--- config.mk ---
export PLATFORM = sky130hd
export DESIGN_NAME = mte_fifo
export DESIGN_NICKNAME = d
export VERILOG_FILES = /design/src/design/mte_pkg.sv /design/src/design/mte_fifo.sv
export SDC_FILE = /design/constraint.sdc
export NUM_CORES = 1
export LEC_CHECK = 0
export BUFFER_PORTS_ARGS = -buffer_cell sky130_fd_sc_hd__buf_4
export CELL_PAD_IN_SITES_DETAIL_PLACEMENT = 1
export CELL_PAD_IN_SITES_GLOBAL_PLACEMENT = 2
export CORE_AREA = 5 5 108 110
export DETAILED_ROUTE_END_ITERATION = 8
export DIE_AREA = 0 0 113 115
export GPL_TIMING_DRIVEN = 0
export PLACE_DENSITY = 0.85
export SLEW_MARGIN = 15
export SYNTH_ARGS = -nofsm -noshare
export SYNTH_HDL_FRONTEND = slang
export SYNTH_SLANG_ARGS = --single-unit
--- constraint.sdc ---
create_clock -name i_clk -period 6.4 [get_ports i_clk]
set_input_delay 1.6 -clock i_clk [delete_from_list [all_inputs] [get_ports i_clk]]
set_output_delay 1.6 -clock i_clk [all_outputs]
set_load 0.005 [all_outputs]
--- src/design/mte_pkg.sv ---
// Package for the MIDI track event serializer: shared types, constants and the
// divide-by-25 helper used by the front end. No dependencies.
`timescale 1ns / 1ps

package mte_pkg;

    // Variable-length quantity limits
    localparam int MAX_DELTA_BYTES_DEF = 4;
    localparam int MAX_DELTA_BYTES_MAX = 4;
    localparam int TICK_W              = 7 * MAX_DELTA_BYTES_MAX;
    localparam int QUEUE_DEPTH_DEF     = 2;

    // Message kinds (status high nibble) that carry one data byte only
    localparam logic [3:0] KIND_PROG_CHANGE = 4'hC;
    localparam logic [3:0] KIND_CHAN_PRESS  = 4'hD;

    // Remainder accumulator wraps at the tick divisor
    localparam logic [6:0] TICK_DIV = 7'd50;

    // ceil(2^28 / 25): exact quotient for numerators below 2^28 / 19
    localparam logic [46:0] RECIP25 = 47'd10737419;

    typedef struct packed {
        logic [17:0] q;
        logic [4:0]  r;
    } t_div;

    typedef struct packed {
        logic [7:0] status_byte;
        logic [6:0] data_one;
        logic [6:0] data_two;
    } t_msg;

    // One classified event handed from the front end to the byte sequencer
    typedef struct packed {
        logic [TICK_W-1:0] ticks;
        logic [2:0]        ngroups;
        logic              two_bytes;
        t_msg              msg;
    } t_evt;

    // n / 25 and n % 25 for n < 25 * 2^18
    function automatic t_div div25(input logic [22:0] n);
        logic [46:0] prod;
        logic [17:0] q;
        logic [22:0] rem;
        t_div        d;
        prod = 47'(n) * RECIP25;
        q    = prod[45:28];
        rem  = n - 23'(q) * 23'd25;
        d.q  = q;
        d.r  = rem[4:0];
        return d;
    endfunction

endpackage

--- src/design/mte_fifo.sv ---
// Short event queue between the front end and the byte sequencer.
// Uses mte_pkg for the event record.
`timescale 1ns / 1ps

module mte_fifo #(
    parameter int DEPTH = mte_pkg::QUEUE_DEPTH_DEF
) (
    input  logic          i_clk,
    input  logic          i_rst_n,
    input  logic          i_push,
    input  mte_pkg::t_evt i_data,
    output logic          o_full,
    input  logic          i_pop,
    output mte_pkg::t_evt o_data,
    output logic          o_empty
);
    import mte_pkg::*;

    localparam int PTR_W = (DEPTH > 1) ? $clog2(DEPTH) : 1;
    localparam int CNT_W = $clog2(DEPTH + 1);

    t_evt             r_mem [DEPTH];
    logic [PTR_W-1:0] r_wr, r_rd;
    logic [CNT_W-1:0] r_cnt;

    function automatic logic [PTR_W-1:0] bump(input logic [PTR_W-1:0] p);
        return (p == PTR_W'(DEPTH - 1)) ? '0 : p + 1'b1;
    endfunction

    assign o_full  = r_cnt == CNT_W'(DEPTH);
    assign o_empty = r_cnt == '0;
    assign o_data  = r_mem[r_rd];

    always_ff @(posedge i_clk) begin
        if (!i_rst_n) begin
            r_wr  <= '0;
            r_rd  <= '0;
            r_cnt <= '0;
        end else begin
            if (i_push) begin
                r_wr <= bump(r_wr);
            end
            if (i_pop) begin
                r_rd <= bump(r_rd);
            end
            if (i_push && !i_pop) begin
                r_cnt <= r_cnt + 1'b1;
            end else if (i_pop && !i_push) begin
                r_cnt <= r_cnt - 1'b1;
            end
        end
    end

    always_ff @(posedge i_clk) begin
        if (i_push) begin
            r_mem[r_wr] <= i_data;
        end
    end

endmodule

# After elaboration in Yosys (flattened, before gate mapping)
# Memories as Yosys holds them, arrays and structs flattened. A register that Yosys moved wholly into a read port is not among the register bits.
# Cells that the tools add are included.
# word_totals
register_bits	4
ram_bits	108
input_bits	58
out_inout_bits	56
wordCells	23
n_memories	1
# classes
n_addsub	4
eq_ne	1
n_mux	8
reduce_logical	6
# mem_list
name	depth	width	read_ports	rd_clocked_by_memory_dff	wr	line	text
r_mem	2	54	1	1	1	mte_fifo.sv:22	t_evt r_mem [DEPTH];
# ops
op	n
1-bit 2-to-1 mux	6
2-bit 2-to-1 mux	2
1-bit adder (second input constant)	2
2-bit by 1-bit adder with 2-bit output (second input constant)	1
2-bit == test (second input constant)	1
1-bit logical AND	2
1-bit zero test	2
2-bit zero test	1
2-bit nonzero test	1
2-bit by 1-bit subtractor with 2-bit output (second input constant)	1

# Longest topological paths before layout
# depth
word_depth	4
ltp_mapped	5
depth_no_buf	5

# Worst setup path before layout
# Ideal clock, no wire load.
# synth_timing
kind	input to register
startpoint	in i_push
endpoint	mem r_mem[0][0] (netlist name), enable pin
setup_ns	0.473
arrival_ns	4.018
path_slack_ns	1.908
stages	1
path_buffers	0
cell_sequence	nor2b_1
# synth_between
elab_chain_cells	2
# synth_rtl
element	line	text
start, declared	mte_fifo.sv:10	input logic i_push,
1-bit 2-to-1 mux	mte_fifo.sv:55	if (i_push) begin
1-bit 2-to-1 mux (implied by the code)	mte_fifo.sv:56	r_mem[r_wr] <= i_data;
end, declared	mte_fifo.sv:22	
# No other way between the ends.

==> results.cfg <==
[status]
run_status = finished, final reports clean

[floorplanning]
dieArea_mm2 = 0.0130
io_pins = 114
die_w_um = 113
die_y_um = 115
core_mm2 = 0.0106
rows = 38
start_util_pct = 39.0

[route]
drcViolationCount = 0
wl_per_cell_um = 16.3
drtIter0Drc = 86
vias_per_cell = 4.49
postRouteAntennaNets = 0
dr.pass1.iters = 6
wl_um = 7760
vias = 2143

[cts]
clk_pin_slew_ns = 0.06
root_buffer = clkbuf_8
postCtsSetupRepairBufs = 0
cts.path.max_buffers = 2
cts_made_buffers = 17
cts_hold_buffers = 0
htreeDepth = 4
cts_tree = built
worstSkewPairLatency_ns = 0.50
cts.sinks = 113
cts_resized = 0

[power]
power_leakage_nw = 2.20
power_density_mw_per_mm2 = 330
fin_total_pwr_mw = 1.91
irDropWorstVdd_uv = 165

[sta]
skew_ns = 0.00897
tightest_slew_ns = 0.761
finalHoldViolations = 0
relSlewSlack_pct = 49.2
final.period_utilization_pct = 52.8
timing.final.max_slew_violations = 0
max_freq_mhz = 296
hold_slack_ns = 0.528
period_minus_slack_ns = 3.38
finalSetupViolations = 0
rsz0062_at_grt = no
setup_tns_ns = 0

[synth]
netlist_area_mm2 = 0.00413
synth_top_area_share_pct = 78.5
synth_cell_type_count = 17
synthFlopType = edfxtp_1
syn_avg_cell_area_um2 = 21.7
synth_nets = 249
seq_area_frac_synth_pct = 80.9
ys_ff_latch = 113
ys_warn_count = 0
synth_top_cell_by_area = edfxtp_1
ys_top_cells_by_area = edfxtp_1 (78%), mux2_2 (15%), dfxtp_1 (2.4%)
synthCells = 190
synth-edff-count = 108
async_flop_share_pct = 0

[final_layout]
diodes = 0
fin_nets = 383
drive_gt1_share_pct = 61.4
syn_to_final_growth_pct = 39.9

[grt]
grt_pass1_vias = 2471
antenna_found_initial = 0
grt_pass1_wl_um = 12700
overflow = 0
grt_usage_pct = 13.0
grt_max_degree = 55

[critical_path]
cp-start-kind = flip-flop
crit_fanout = 10
crit_chain = buf_2, buf_6, mux2_2, buf_4
r2r_cells = 1
crit_required_ns = 4.80
r2r_start = r_wr
cp.arrival_ns = 1.78
critPathMaxStageDelay_ns = 0.36
critPathCaptureType = output pin
slowest_stage = mux2_2
critPathKind = flip-flop to output pin

[place]
port_buffers = 113
gp_congestion = 0.689
post-dp-hpwl_um = 5240

[min_path]
min_path_type = flip-flop to flip-flop
hold_start = r_cnt[1]
holdPathStages = 2

[run]
max-cap-violations = 0
-- worst paths after layout --
path	endpoint	slack, ns
max	o_data[35]	3.02
min	r_cnt[1]	0.53
max reg2reg	r_mem[1][32]	4.95
min reg2reg	r_cnt[1]	0.53
-- sequential cells by signal, summed over array words and instances, names as in the netlist, named ones only --
name,flops
r_mem,108
r_cnt,2
r_rd,1
r_wr,1
-- cell families (layout without fill, tap and decap cells) --
family	Yosys count	count (layout)	share of synthesized area, %
buf+inv	7	154	1.57
mux	54	54	14.7
fa+ha+maj	1	1	0.303
simple gates	9	9	1.36
flops	113	113	80.9
compound gates	3	3	0.485
xor+xnor	3	3	0.636
-- report_power, final --
group	leakage, nW	switching [mW]	internal (mW)
Sequential	1.06	0.0102	0.855
Clock	0.272	0.302	0.551
Combinational	0.869	0.0761	0.117
Total	2.20	0.388	1.52
-- cell usage after synthesis, types with 2 or more instances --
master      n
and2_1      4
buf_6       5
dfxtp_1     5
edfxtp_1  108
mux2_2     54
nor2b_1     2
xor2_1      2
-- per-stage QoR --
step                      cell area, µm²  setup slack [ns]  util (%)  cells
after floorplan                     4130              1.91         -    190
after global placement              5150             0.219      48.6    443
final                               5780              3.02      54.5    477
after global routing                5780              2.93      54.5    477
after detailed placement            5220              3.52      49.2    445
after CTS                           5780              2.96      54.5    477
-- worst max-delay path, delay by kind of cell, from the launching register on --
family | cells | cell delay [ns]
DFF | 1 | 0.30
muxes | 1 | 0.36
buffers and inverters | 3 | 0.62
-- area by class of cell --
class,instances,area (µm²)
repair buffers,115,903
clock buffers,24,514
plain buffers,6,61.3
inverters,1,3.75
fillers,1013,4820
multi-input cells,70,733
clock inverters,8,47.5
well taps,140,175
flip-flops and latches,113,3340
-- placed cells by master, fill, tap and decap left out --
cell / instances
a21boi_1: 1
and2_1: 3
and2_4: 1
and2b_2: 1
buf_16: 2
buf_2: 1
buf_4: 113
buf_6: 5
clkbuf_1: 3
clkbuf_16: 19
clkbuf_8: 2
clkinv_2: 5
clkinvlp_4: 3
dfxtp_1: 5
edfxtp_1: 108
ha_1: 1
inv_1: 1
mux2_2: 54
nor2_1: 1
nor2b_1: 1
nor2b_4: 1
o21a_1: 1
o21ai_0: 1
or3_1: 1
xnor2_1: 1
xor2_1: 2
-- routing by layer --
metal / share of wire, % / track usage [%] / up-vias
met4: 0.93 / 5.05 / 0
met2: 52 / 22.0 / 72
met3: 7.4 / 5.84 / 7
li1: - / - / 1021
met5: 0 / 0 / -
met1: 40 / 14.4 / 1043
Note: power is estimated with default switching activity, not from simulation.
