`src/design/mte_pkg.sv`:
```
// Package for the MIDI track event serializer: shared types, constants and the
// divide-by-25 helper used by the front end. No dependencies.
`timescale 1ns / 1ps

package mte_pkg;

    // Variable-length quantity limits
    localparam int MAX_DELTA_BYTES_DEF = 4;
    localparam int MAX_DELTA_BYTES_MAX = 4;
    localparam int TICK_W              = 7 * MAX_DELTA_BYTES_MAX;
    localparam int QUEUE_DEPTH_DEF     = 2;

    // Message kinds (status high nibble) that carry one data byte only
    localparam logic [3:0] KIND_PROG_CHANGE = 4'hC;
    localparam logic [3:0] KIND_CHAN_PRESS  = 4'hD;

    // Remainder accumulator wraps at the tick divisor
    localparam logic [6:0] TICK_DIV = 7'd50;

    // ceil(2^28 / 25): exact quotient for numerators below 2^28 / 19
    localparam logic [46:0] RECIP25 = 47'd10737419;

    typedef struct packed {
        logic [17:0] q;
        logic [4:0]  r;
    } t_div;

    typedef struct packed {
        logic [7:0] status_byte;
        logic [6:0] data_one;
        logic [6:0] data_two;
    } t_msg;

    // One classified event handed from the front end to the byte sequencer
    typedef struct packed {
        logic [TICK_W-1:0] ticks;
        logic [2:0]        ngroups;
        logic              two_bytes;
        t_msg              msg;
    } t_evt;

    // n / 25 and n % 25 for n < 25 * 2^18
    function automatic t_div div25(input logic [22:0] n);
        logic [46:0] prod;
        logic [17:0] q;
        logic [22:0] rem;
        t_div        d;
        prod = 47'(n) * RECIP25;
        q    = prod[45:28];
        rem  = n - 23'(q) * 23'd25;
        d.q  = q;
        d.r  = rem[4:0];
        return d;
    endfunction

endpackage

```
`src/design/mte_if.sv`:
```


interface mte_out_if;
    logic       valid;
    logic       ready;
    logic [7:0] out_byte;
    logic       last_byte;

    modport source (output valid, out_byte, last_byte, input ready);
    modport sink   (input valid, out_byte, last_byte, output ready);
endinterface

```
`src/design/mte_back.sv`:
```
// Byte sequencer: emits the delta-time VLQ bytes, then the message bytes,
// one beat per cycle while o_byte.ready is high. Uses mte_pkg, mte_if.
`timescale 1ns / 1ps

module mte_back (
    input  logic          i_clk,
    input  logic          i_rst_n,
    input  mte_pkg::t_evt i_evt,
    input  logic          i_empty,
    output logic          o_pop,
    mte_out_if.source     o_byte
);
    import mte_pkg::*;

    typedef enum logic [1:0] {PH_IDLE, PH_DELTA, PH_MSG} t_phase;

    localparam logic [1:0] MI_STATUS = 2'd0;
    localparam logic [1:0] MI_DATA1  = 2'd1;
    localparam logic [1:0] MI_DATA2  = 2'd2;

    t_phase            r_phase;
    logic [2:0]        r_left;
    logic [1:0]        r_mi;
    t_evt              r_cur;

    logic [1:0]        grp_idx;
    logic [TICK_W-1:0] grp_shift;
    logic [7:0]        msg_byte;
    logic              last, beat;

    always_comb begin
        grp_idx   = 2'(r_left - 3'd1);
        grp_shift = r_cur.ticks >> (5'd7 * {3'd0, grp_idx});
        case (r_mi)
            MI_STATUS: msg_byte = r_cur.msg.status_byte;
            MI_DATA1:  msg_byte = {1'b0, r_cur.msg.data_one};
            default:   msg_byte = {1'b0, r_cur.msg.data_two};
        endcase
        last = (r_phase == PH_MSG) &&
               ((r_mi == MI_DATA1 && r_cur.two_bytes) || r_mi == MI_DATA2);
    end

    assign o_byte.valid     = r_phase != PH_IDLE;
    assign o_byte.out_byte  = (r_phase == PH_DELTA) ? {r_left > 3'd1, grp_shift[6:0]}
                                                    : msg_byte;
    assign o_byte.last_byte = last;
    assign beat             = o_byte.valid && o_byte.ready;
    // Next event loads on the same edge as the final beat of this one
    assign o_pop            = ((r_phase == PH_IDLE) || (beat && last)) && !i_empty;

    always_ff @(posedge i_clk) begin
        if (!i_rst_n) begin
            r_phase <= PH_IDLE;
            r_left  <= 3'd0;
            r_mi    <= MI_STATUS;
        end else if (o_pop) begin
            r_cur   <= i_evt;
            r_phase <= PH_DELTA;
            r_left  <= i_evt.ngroups;
            r_mi    <= MI_STATUS;
        end else if (beat && last) begin
            r_phase <= PH_IDLE;
        end else if (beat) begin
            case (r_phase)
                PH_DELTA: begin
                    if (r_left == 3'd1) begin
                        r_phase <= PH_MSG;
                        r_mi    <= MI_STATUS;
                    end else begin
                        r_left <= r_left - 3'd1;
                    end
                end
                PH_MSG: begin
                    r_mi <= r_mi + 2'd1;
                end
                default: begin
                    r_phase <= PH_IDLE;
                end
            endcase
        end
    end

endmodule

```
`src/flat_wrapper.sv`:
```
// flat-port wrapper written by rule: the top's interface ports become plain ports
module mte_back_flat import mte_pkg::*;
  (i_clk, i_rst_n, i_evt, i_empty, o_pop, o_byte_valid, o_byte_out_byte, o_byte_last_byte, o_byte_ready);
  mte_out_if o_byte_i ();
  input  logic i_clk;
  input  logic i_rst_n;
  input  mte_pkg::t_evt i_evt;
  input  logic i_empty;
  output logic o_pop;
  output wire logic [$bits(o_byte_i.valid)-1:0] o_byte_valid;
  output wire logic [$bits(o_byte_i.out_byte)-1:0] o_byte_out_byte;
  output wire logic [$bits(o_byte_i.last_byte)-1:0] o_byte_last_byte;
  input wire logic [$bits(o_byte_i.ready)-1:0] o_byte_ready;
  assign o_byte_valid = o_byte_i.valid;
  assign o_byte_out_byte = o_byte_i.out_byte;
  assign o_byte_last_byte = o_byte_i.last_byte;
  assign o_byte_i.ready = o_byte_ready;
  mte_back u_core (.i_clk(i_clk), .i_rst_n(i_rst_n), .i_evt(i_evt), .i_empty(i_empty), .o_pop(o_pop), .o_byte(o_byte_i));
endmodule
```
`config.mk`:
```
export PLATFORM = sky130hd
export DESIGN_NAME = mte_back_flat
export DESIGN_NICKNAME = d
export VERILOG_FILES = /design/src/design/mte_pkg.sv /design/src/design/mte_if.sv /design/src/design/mte_back.sv /design/src/flat_wrapper.sv
export SDC_FILE = /design/constraint.sdc
export NUM_CORES = 1
export LEC_CHECK = 0
export BUFFER_PORTS_ARGS = -buffer_cell sky130_fd_sc_hd__buf_2
export CORE_ASPECT_RATIO = 0.7
export CORE_MARGIN = 2
export CORE_UTILIZATION = 54
export CTS_BUF_LIST = sky130_fd_sc_hd__clkbuf_2 sky130_fd_sc_hd__clkbuf_4 sky130_fd_sc_hd__clkbuf_8
export DETAILED_ROUTE_END_ITERATION = 16
export PLACE_DENSITY_LB_ADDON = 0.2
export SYNTH_ARGS = -nofsm -noshare
export SYNTH_HDL_FRONTEND = slang
export SYNTH_SLANG_ARGS = --single-unit
```
`constraint.sdc`:
```
create_clock -name i_clk -period 4.16 [get_ports i_clk]
set_input_delay 0.624 -clock i_clk [delete_from_list [all_inputs] [get_ports i_clk]]
set_output_delay 0.624 -clock i_clk [all_outputs]
set_load 0.02 [all_outputs]
```
* Word-level counts from Yosys, hierarchy flattened *
Cells that the tools add are included.

operators by class
  add/subtract/negate cells = 2
  $mul = 1
  $lt $le $gt $ge = 1
  equality and inequality tests = 10
  shift-type cells = 1
  muxes and demuxes = 14
  bitwise operators = 3
  reduce and logical (&&, ||, !) cells = 22

operators with widths
  cell                                                  count
  >> shifter 28 x 5 -> 7 bit                            1
  case mux 8 bit (2 select lines)                       1
  two-way mux 3 bit                                     5
  two-way mux 8 bit                                     1
  case mux 2 bit (2 select lines)                       2
  AND reduction 4 bit                                   2
  nonzero test 2 bit                                    4
  inequality test 2 bit (second input constant)         3
  AND reduction 3 bit                                   2
  logical AND 1 bit                                     5
  multiplier 3 x 2 -> 5 bit (first input constant)      1
  equality test 2 x 1 -> 1 bit (second input constant)  2
  equality test 2 bit (second input constant)           2
  zero test 2 bit                                       2
  two-way mux 2 bit                                     2
  inequality test 4 bit (second input constant)         1
  equality test 3 x 1 -> 1 bit (second input constant)  1
  > comparator 3 x 1 -> 1 bit (second input constant)   1
  two-way mux 1 bit                                     3
  inequality test 3 bit (second input constant)         1
  inverter 1 bit                                        3
  nonzero test 3 bit                                    1
  OR reduction 3 bit                                    1
  subtractor 3 x 1 -> 3 bit (second input constant)     1
  other kinds (5)                                       6

storage, ports and cells
  register bits = 58
  bits of input ports = 58
  output and inout port bits = 11
  logic and storage cells = 63

* Logic depth before layout (Yosys ltp) *
Gate-level depths: netlist (run 1).

  word-level depth = 9
  mapped depth = 7
  mapped depth without buffers = 6

* Least setup slack after synthesis (run 1) *
OpenSTA, ideal clock, no wires.

  kind = register to register
  start point = register u_core.r_mi[1]
  end point = register u_core.r_cur[0] (netlist name), enable pin
  setup time = 0.460 ns
  data arrival time = 3.167 ns
  required time = 3.700 ns
  path slack = 0.533 ns
  cell stages (with the launch flop) = 7
  path buffers = 1
  period minus slack after synthesis = 3.627 ns
  path through = dfxtp_1 -> inv_1 -> ha_1 -> buf_6 -> a21o_4 -> a41oi_4 -> nor2_1

between the ends
  word-level cells in the longest chain between the ends = 8
  elaborated cells on any way between the ends = 9
  classes of those cells = eq/ne (2); reduce/logical (7)

RTL lines
  element                            line            source
  start: declaration                 mte_back.sv:23  logic [1:0] r_mi;
  start signal: assignment           mte_back.sv:74  r_mi <= r_mi + 2'd1;
  equality test 2 x 1 -> 1 bit       mte_back.sv:40  ((r_mi == MI_DATA1 && r_cur.two_bytes) || r_mi == MI_DATA2);
  logical AND 1 bit                  mte_back.sv:40
  logical OR 1 bit (*)               mte_back.sv:40
  logical AND 1 bit (*)              mte_back.sv:39  last = (r_phase == PH_MSG) &&
  logical AND 1 bit (*)              mte_back.sv:49  assign o_pop = ((r_phase == PH_IDLE) || (beat && last)) && !i_empty;
  logical OR 1 bit (*)               mte_back.sv:49
  logical AND 1 bit (*)              mte_back.sv:49
  AND reduction 2 bit (no line) (*)  -
  end signal: assignment             mte_back.sv:57  r_cur <= i_evt;
  end: declaration                   mte_back.sv:24  t_evt r_cur;

Mark *: on every way between the ends. The rest lies on a longest branch, timed or not.
A chain may end at the register's enable or synchronous reset.

* Final worst setup path (run 1) *
  start point = register u_core.r_left[0]
  end point = output port o_byte_out_byte[5]

between the ends
  word-level cells in the longest chain between the ends = 4

RTL lines
  element                     line                source
  start: declaration          mte_back.sv:22      logic [2:0] r_left;
  start signal: assignment    mte_back.sv:59      r_left <= i_evt.ngroups;
  start signal: assignment    mte_back.sv:70      r_left <= r_left - 3'd1;
  subtractor 3 x 1 -> 3 bit   -
  multiplier 3 x 2 -> 5 bit   mte_back.sv:33      grp_shift = r_cur.ticks >> (5'd7 * {3'd0, grp_idx});
  >> shifter 28 x 5 -> 7 bit  mte_back.sv:33
  two-way mux 8 bit           mte_back.sv:44      assign o_byte.out_byte = (r_phase == PH_DELTA) ? {r_left > 3'd1, grp_shift[6:0]}
  end: declaration            flat_wrapper.sv:11  output wire logic [$bits(o_byte_i.out_byte)-1:0] o_byte_out_byte;

Every way passes these cells.

==> reports/qor.yml, run 1 <==
cp_max_fo: 10
grt_pass1_wl_um: 7510
cp.depth: 6
drv_cap: 0
finalNonFillerCells: 299
wl_per_cell_um: 15.3
crit_start: "u_core.r_left[0]"
initialDrtViolationCount: 45
viasPerCell: 5.31
cts_sinks: 58
yosysUniqueCellTypes: 33
post_synth_inst_count: 165
p_seq_share_pct: 49.6
finalCritPeriodShare_pct: 73.6
finClkSkew_ns: 0.00602
combPwrFrac_pct: 10.4
worst_path_most_repeated_cell: "inv_1"
crit_chain: "inv_1 -> ha_1 -> mux4_2 -> inv_1 -> a21oi_1 -> buf_2"
postCtsHoldBufs: 0
cpPeakStageDelay_ns: 0.70
synth-simple-area-share_pct: 4.14
clk_latency_ns: 0.33
place_inst: 283
num_vias: 1587
ir_worst_vdd_mv: 0.246
setup_tns_ns: 0
hold_class: "in2reg"
clkPwrFrac_pct: 40.0
gp_congestion: 0.775
worstSetupPathType: "reg2out"
htreeDepth: 3
antenna_cells: 0
arrival_ns: 2.44
switching_power_uw: 298
period_needed_ns: 3.06
timing.slew.headroom_pct: 54.2
fmax_ghz: 0.327
dr.pass1.iters: 4
cts_setup_buffers: 0
ys_seq_area_share_pct: 65.9
hold_viol: 0
nets: 306
cts.path.max_buffers: 2
leakage_uw: 0.00123
cp_num_buf_inv: 3
start_kind: "flop"
grt_max_degree: 24
core_region_area_mm2: 0.00443
drv_slew: 0
ff2ff_path_depth: 6
routed_wirelength_um: 4590
synth-xor-area-share_pct: 0.691
synth_top_cell_by_area: "edfxtp_1"
numPortBuffers: 68
slowest_stage: "dfxtp_1"
first_global_vias: 1640
synthTopCellsByArea: "edfxtp_1, mux4_2, dfxtp_1, ha_1, inv_1"
synth_top_family_by_area: "compound AO/OA/AOI/OAI gates"
cts-resized-gates: 0
synth_top_area_share_pct: 60.4
rows: 20
synth_fa_ha_area_share_pct: 4.44
area_delta_synth_final_pct: 23.9
finish.utilization_pct: 71.0
power_uw: 1370
intPower_uw: 1070
grt_antenna_before_repair: 0
num-fill-cells: 315
setup.worst_path.end: "o_byte_out_byte[5]"
num_io_pins: 69
path_clk_slew_ns: 0.07
powerDensity_mw_per_mm2: 436
root_buffer: "clkbuf_8"
detailed_place_hpwl_um: 3290
grt_usage_pct: 20.1
netSwitchingFraction_pct: 21.8
die_x_um: 85.9
rrSetupSlack_ns: 1.65
syn_area_mm2: 0.00254
ant_nets: 0
ys_warn_count: 0
dieArea_mm2: 0.00527
synth_nets: 232
overflow: 0
cts_buffers: 9
status: "completed"
required_ns: 3.54
start_util_pct: 57.3
endpoint_kind: "primary output"
r2r-end: "u_core.r_cur[27]"
drive_gt1_share_pct: 43.0
synth_compound_area_share_pct: 13.9
crit_family: "flip-flops"
setup_violations: 0
worst_pin_slew_ns: 0.688
ys_seq_elements: 58
cts_tree: "done"
die_y_um: 61.3
drc_errors: 0
avgSynthCellArea_um2: 15.4
r2r-start: "u_core.r_mi[1]"
yosys-mux-area-fraction_pct: 6.66
rsz0062_at_grt: "false"
==> cell families (layout without fill, tap and decap cells) <==
kind of cell | count (synthesis) | count (layout)
AO/OA/AOI/OAI | 42 | 42
adder cells (fa/ha/maj) | 9 | 9
flip-flops | 58 | 58
buffers and inverters | 26 | 105
multiplexers | 8 | 8
XOR/XNOR | 2 | 2
AND/OR/NAND/NOR | 20 | 20
==> cells in the mapped netlist <==
cell        n
nor2_1      3
nand4_1     1
buf_6       1
clkbuf_1    3
ha_1        9
a211oi_2    1
a41oi_4     1
a21oi_2     1
a22o_2      7
mux2_1      1
xnor2_1     2
o21ai_0     5
mux4_2      7
a21o_1      1
o31ai_1     1
nand3b_1    2
a21oi_1    12
inv_1      19
nand2b_1    3
a2111oi_4   1
a211oi_1    7
nand3_1     3
a221oi_2    1
a21o_4      1
nand2_1     5
dfxtp_1     7
edfxtp_1   51
buf_2       3
o2bb2ai_1   1
a22oi_1     1
nor2b_1     2
o22ai_1     1
nor3b_1     1
==> area by class of cell <==
type	instances	area, um2	area share (%)
Clock buffer	10	131	4.18
Clock inverter	6	81.3	2.59
Inverter	19	71.3	2.27
Multi-Input combinational cell	81	763	24.3
Sequential cell	58	1670	53.2
Tap cell	55	68.8	2.19
Timing Repair Buffer	70	355	11.3
==> flip-flops by register name, summed over array words and instances, names as in the netlist <==
name	cells
u_core.r_cur	51
u_core.r_left	3
u_core.r_mi	2
u_core.r_phase	2
==> layout by cell type, fill, tap and decap left out, drive strengths merged <==
cell,netlist,final
a21oi,13,13
nor2,3,3
clkinv,0,4
a21o,2,2
nor2b,2,2
dfxtp,7,7
o22ai,1,1
edfxtp,51,51
nand3,3,3
mux4,7,7
bufinv,0,2
nand4,1,1
a41oi,1,1
a221oi,1,1
buf,4,70
mux2,1,1
nand2b,3,3
o31ai,1,1
a211oi,8,8
a22oi,1,1
o21ai,5,5
inv,19,19
clkbuf,3,10
nand3b,2,2
ha,9,9
xnor2,2,2
nand2,5,5
o2bb2ai,1,1
nor3b,1,1
a22o,7,7
a2111oi,1,1
==> layer usage <==
metal	vias to the layer above	routed length [um]	track usage, %
met2	46	2250	33.8
met1	761	2030	24.4
met5	-	0	0
met4	0	40	5.90
met3	4	261	8.71
li1	776	-	-
==> metrics by stage <==
stage / setup slack, ns / cell area [um2] / hold slack, ns
after detailed placement: 1.43 / 2930 / 0.482
after CTS: 1.07 / 3140 / 0.442
final: 1.10 / 3140 / 0.459
after global routing: 0.898 / 3140 / 0.438
after floorplan: 0.533 / 2540 / 0.463
after global placement: 1.51 / 2930 / 0.485
==> how the worst min path moves through the flow <==
stage	start	end	cells after the start
after floorplan	u_core.r_mi[1]	u_core.r_mi[1]	2
after global routing	i_evt[45]	u_core.r_cur[45]	1
after global placement	u_core.r_mi[1]	u_core.r_mi[1]	2
final	i_evt[33]	u_core.r_cur[33]	1
after CTS	i_evt[5]	u_core.r_cur[5]	1
after detailed placement	u_core.r_mi[1]	u_core.r_mi[1]	2
==> power by group through the flow <==
stage          combinational, uW  clock (uW)  sequential, uW
2_1_floorplan               90.6           0             686
3_3_place_gp                 140           0             691
3_5_place_dp                 143           0             692
4_1_cts                      143         563             679
5_1_grt                      156         590             682
6_report                     142         548             679
(Power assumes the default switching activity.)
==> run 2: changes to the inputs <==
--- a/config.mk
+++ b/config.mk
@@ -8,7 +8,7 @@
 export BUFFER_PORTS_ARGS = -buffer_cell sky130_fd_sc_hd__buf_2
 export CORE_ASPECT_RATIO = 0.7
 export CORE_MARGIN = 2
-export CORE_UTILIZATION = 54
+export CORE_UTILIZATION = 49
 export CTS_BUF_LIST = sky130_fd_sc_hd__clkbuf_2 sky130_fd_sc_hd__clkbuf_4 sky130_fd_sc_hd__clkbuf_8
 export DETAILED_ROUTE_END_ITERATION = 16
 export PLACE_DENSITY_LB_ADDON = 0.2
==> constraint.sdc (replaced) <==
create_clock -name i_clk -period 2.8 [get_ports i_clk]
set_input_delay 0.42 -clock i_clk [delete_from_list [all_inputs] [get_ports i_clk]]
set_output_delay 0.42 -clock i_clk [all_outputs]
set_load 0.02 [all_outputs]
==> run 2 against run 1 <==
Register-to-register slack worse by 1.0 ns. Worst setup slack worse by 0.80 ns. Die area up 9.6%. Clock-buffer cell count unchanged. Sequential cell count unchanged. Largest cell class unchanged. Largest power group unchanged. Highest routed layer unchanged.
==> reports/qor.yml, run 2 (synthesis results as in run 1) <==
grt_antenna_before_repair: 0  # unchanged
powerDensity_mw_per_mm2: 692  # +59%
rsz0062_at_grt: "false"
viasPerCell: 5.04  # -5.0%
worst_pin_slew_ns: 0.652  # -0.0358 ns
arrival_ns: 2.09  # -0.35 ns
cp_max_fo: 9  # -1
initialDrtViolationCount: 63  # +40%
ant_nets: 0  # unchanged
netSwitchingFraction_pct: 20.2  # -1.5 points
intPower_uw: 1780  # +66%
num_vias: 1578  # -0.57%
regArea_mm2: 0.00167  # unchanged
largest_reg_flops: 51  # unchanged
root_buffer: "clkbuf_8"
hold_class: "in2reg"
drive_gt1_share_pct: 43.4  # +0.41 points
core_region_area_mm2: 0.00489  # +10%
cts_setup_buffers: 0  # unchanged
htreeDepth: 3  # unchanged
period_needed_ns: 2.51
multi_input_area_um2: 763  # unchanged
clkPwrFrac_pct: 45.1  # +5.1 points
start_util_pct: 51.9  # -5.4 points
layout_commonest_cell: "buf_2"
ir_worst_vdd_mv: 0.324  # +32%
required_ns: 2.38  # -1.16 ns
postCtsHoldBufs: 0  # unchanged
dr.pass1.iters: 4  # unchanged
first_global_vias: 1632  # -0.49%
finClkSkew_ns: 0.00423  # -0.00179 ns
largestRegisters: "u_core.r_cur: 51 flops, u_core.r_left: 3 flops"
die_y_um: 64.2  # +4.6%
hold_viol: 0  # unchanged
num-fill-cells: 349  # +11%
timing.slew.headroom_pct: 56.5  # +2.4 points
setup_violations: 0  # unchanged
rows: 21  # +5.0%
drv_slew: 0  # unchanged
overflow: 0  # unchanged
finalNonFillerCells: 313  # +4.7%
drc_errors: 0  # unchanged
grt_max_degree: 52  # +120%
numPortBuffers: 68  # unchanged
die_x_um: 90.0  # +4.7%
wl_per_cell_um: 14.8  # -3.6%
grt_pass1_wl_um: 7690  # +2.5%
gp_congestion: 0.836  # +7.9%
mostFrequentLayoutCells: "buf_2, edfxtp_1, inv_1"
cts.path.max_buffers: 2  # unchanged
finalCritPeriodShare_pct: 89.5
fmax_ghz: 0.399
endpoint_kind: "primary output"
num_io_pins: 69  # unchanged
drv_cap: 0  # unchanged
place_inst: 297  # +4.9%
switching_power_uw: 451  # +51%
combPwrFrac_pct: 9.9  # -0.5 points
p_seq_share_pct: 45.0  # -4.6 points
path_clk_slew_ns: 0.06  # about the same
dieArea_mm2: 0.00578  # +9.6%
grt_usage_pct: 17.8  # -2.3 points
status: "completed"
leakage_uw: 0.00125  # +2.1%
cts_tree: "done"
cts_sinks: 58  # unchanged
cts-resized-gates: 0  # unchanged
worstSetupPathType: "reg2out"
nets: 306  # unchanged
max_flop_register: "u_core.r_cur"
area_delta_synth_final_pct: 27.0
start_kind: "flop"
detailed_place_hpwl_um: 3270  # -0.64%
clk_latency_ns: 0.33  # about the same
routed_wirelength_um: 4630  # +0.92%
antenna_cells: 0  # unchanged
setup_tns_ns: 0  # unchanged
cts_buffers: 9  # unchanged
[run 2: path summary, 6_finish.rpt]
check	startpoint	endpoint	slack, ns	cells after the start
setup reg to reg	u_core.r_phase[1]	u_core.r_left[1]	0.61	6
setup / recovery	u_core.r_mi[0]	o_byte_out_byte[0]	0.29	6
hold / removal	i_evt[36]	u_core.r_cur[36]	0.26	1
hold reg to reg	u_core.r_mi[1]	u_core.r_mi[1]	0.49	2
[run 2: stage by stage]
step / hold slack (ns) / setup slack [ns] / utilization [%] / instance area, um2 / power, uW
2_1_floorplan: 0.463 / 0.0292 / - / 2540 / 1150
3_3_place_gp: 0.480 / 0.701 / 60.6 / 2960 / 1240
3_5_place_dp: 0.486 / 0.668 / 60.6 / 2960 / 1240
6_report: 0.262 / 0.294 / 65.9 / 3220 / 2230
4_1_cts: 0.245 / 0.301 / 65.9 / 3220 / 2240
5_1_grt: 0.238 / 0.109 / 65.9 / 3220 / 2310
[run 2: layout make-up]
type / instances / area share, %
Clock buffer: 10 / 4.08
Timing Repair Buffer: 70 / 11.4
Clock inverter: 6 / 4.00
Inverter: 19 / 2.21
Multi-Input combinational cell: 81 / 23.7
Sequential cell: 58 / 51.9
Tap cell: 69 / 2.68
[run 2: power by group through the flow]
stage               logic [uW]  clock network (uW)  registers, uW
floorplan                  135                   0           1020
global placement           222                   0           1020
detailed placement         223                   0           1020
CTS                        224                1020           1000
global route               245                1060           1010
finish                     221                1000           1000
[run 2: per-layer routing]
| layer | vias to the layer above | track usage, % | routed length (um) |
|---|---|---|---|
| met1 | 744 | 24.3 | 2210 |
| met3 | 4 | 8.02 | 312 |
| met4 | 0 | 5.96 | 26 |
| li1 | 774 | - | - |
| met2 | 56 | 25.7 | 2080 |
| met5 | - | 0 | 0 |
[run 2: worst max-delay path, stage by stage (launching register included)]
cell and delay [ns]:
dfxtp_1 0.36, inv_1 0.09, ha_1 0.33, nor2_1 0.44
a211oi_1 0.18, a21oi_1 0.18, buf_2 0.19
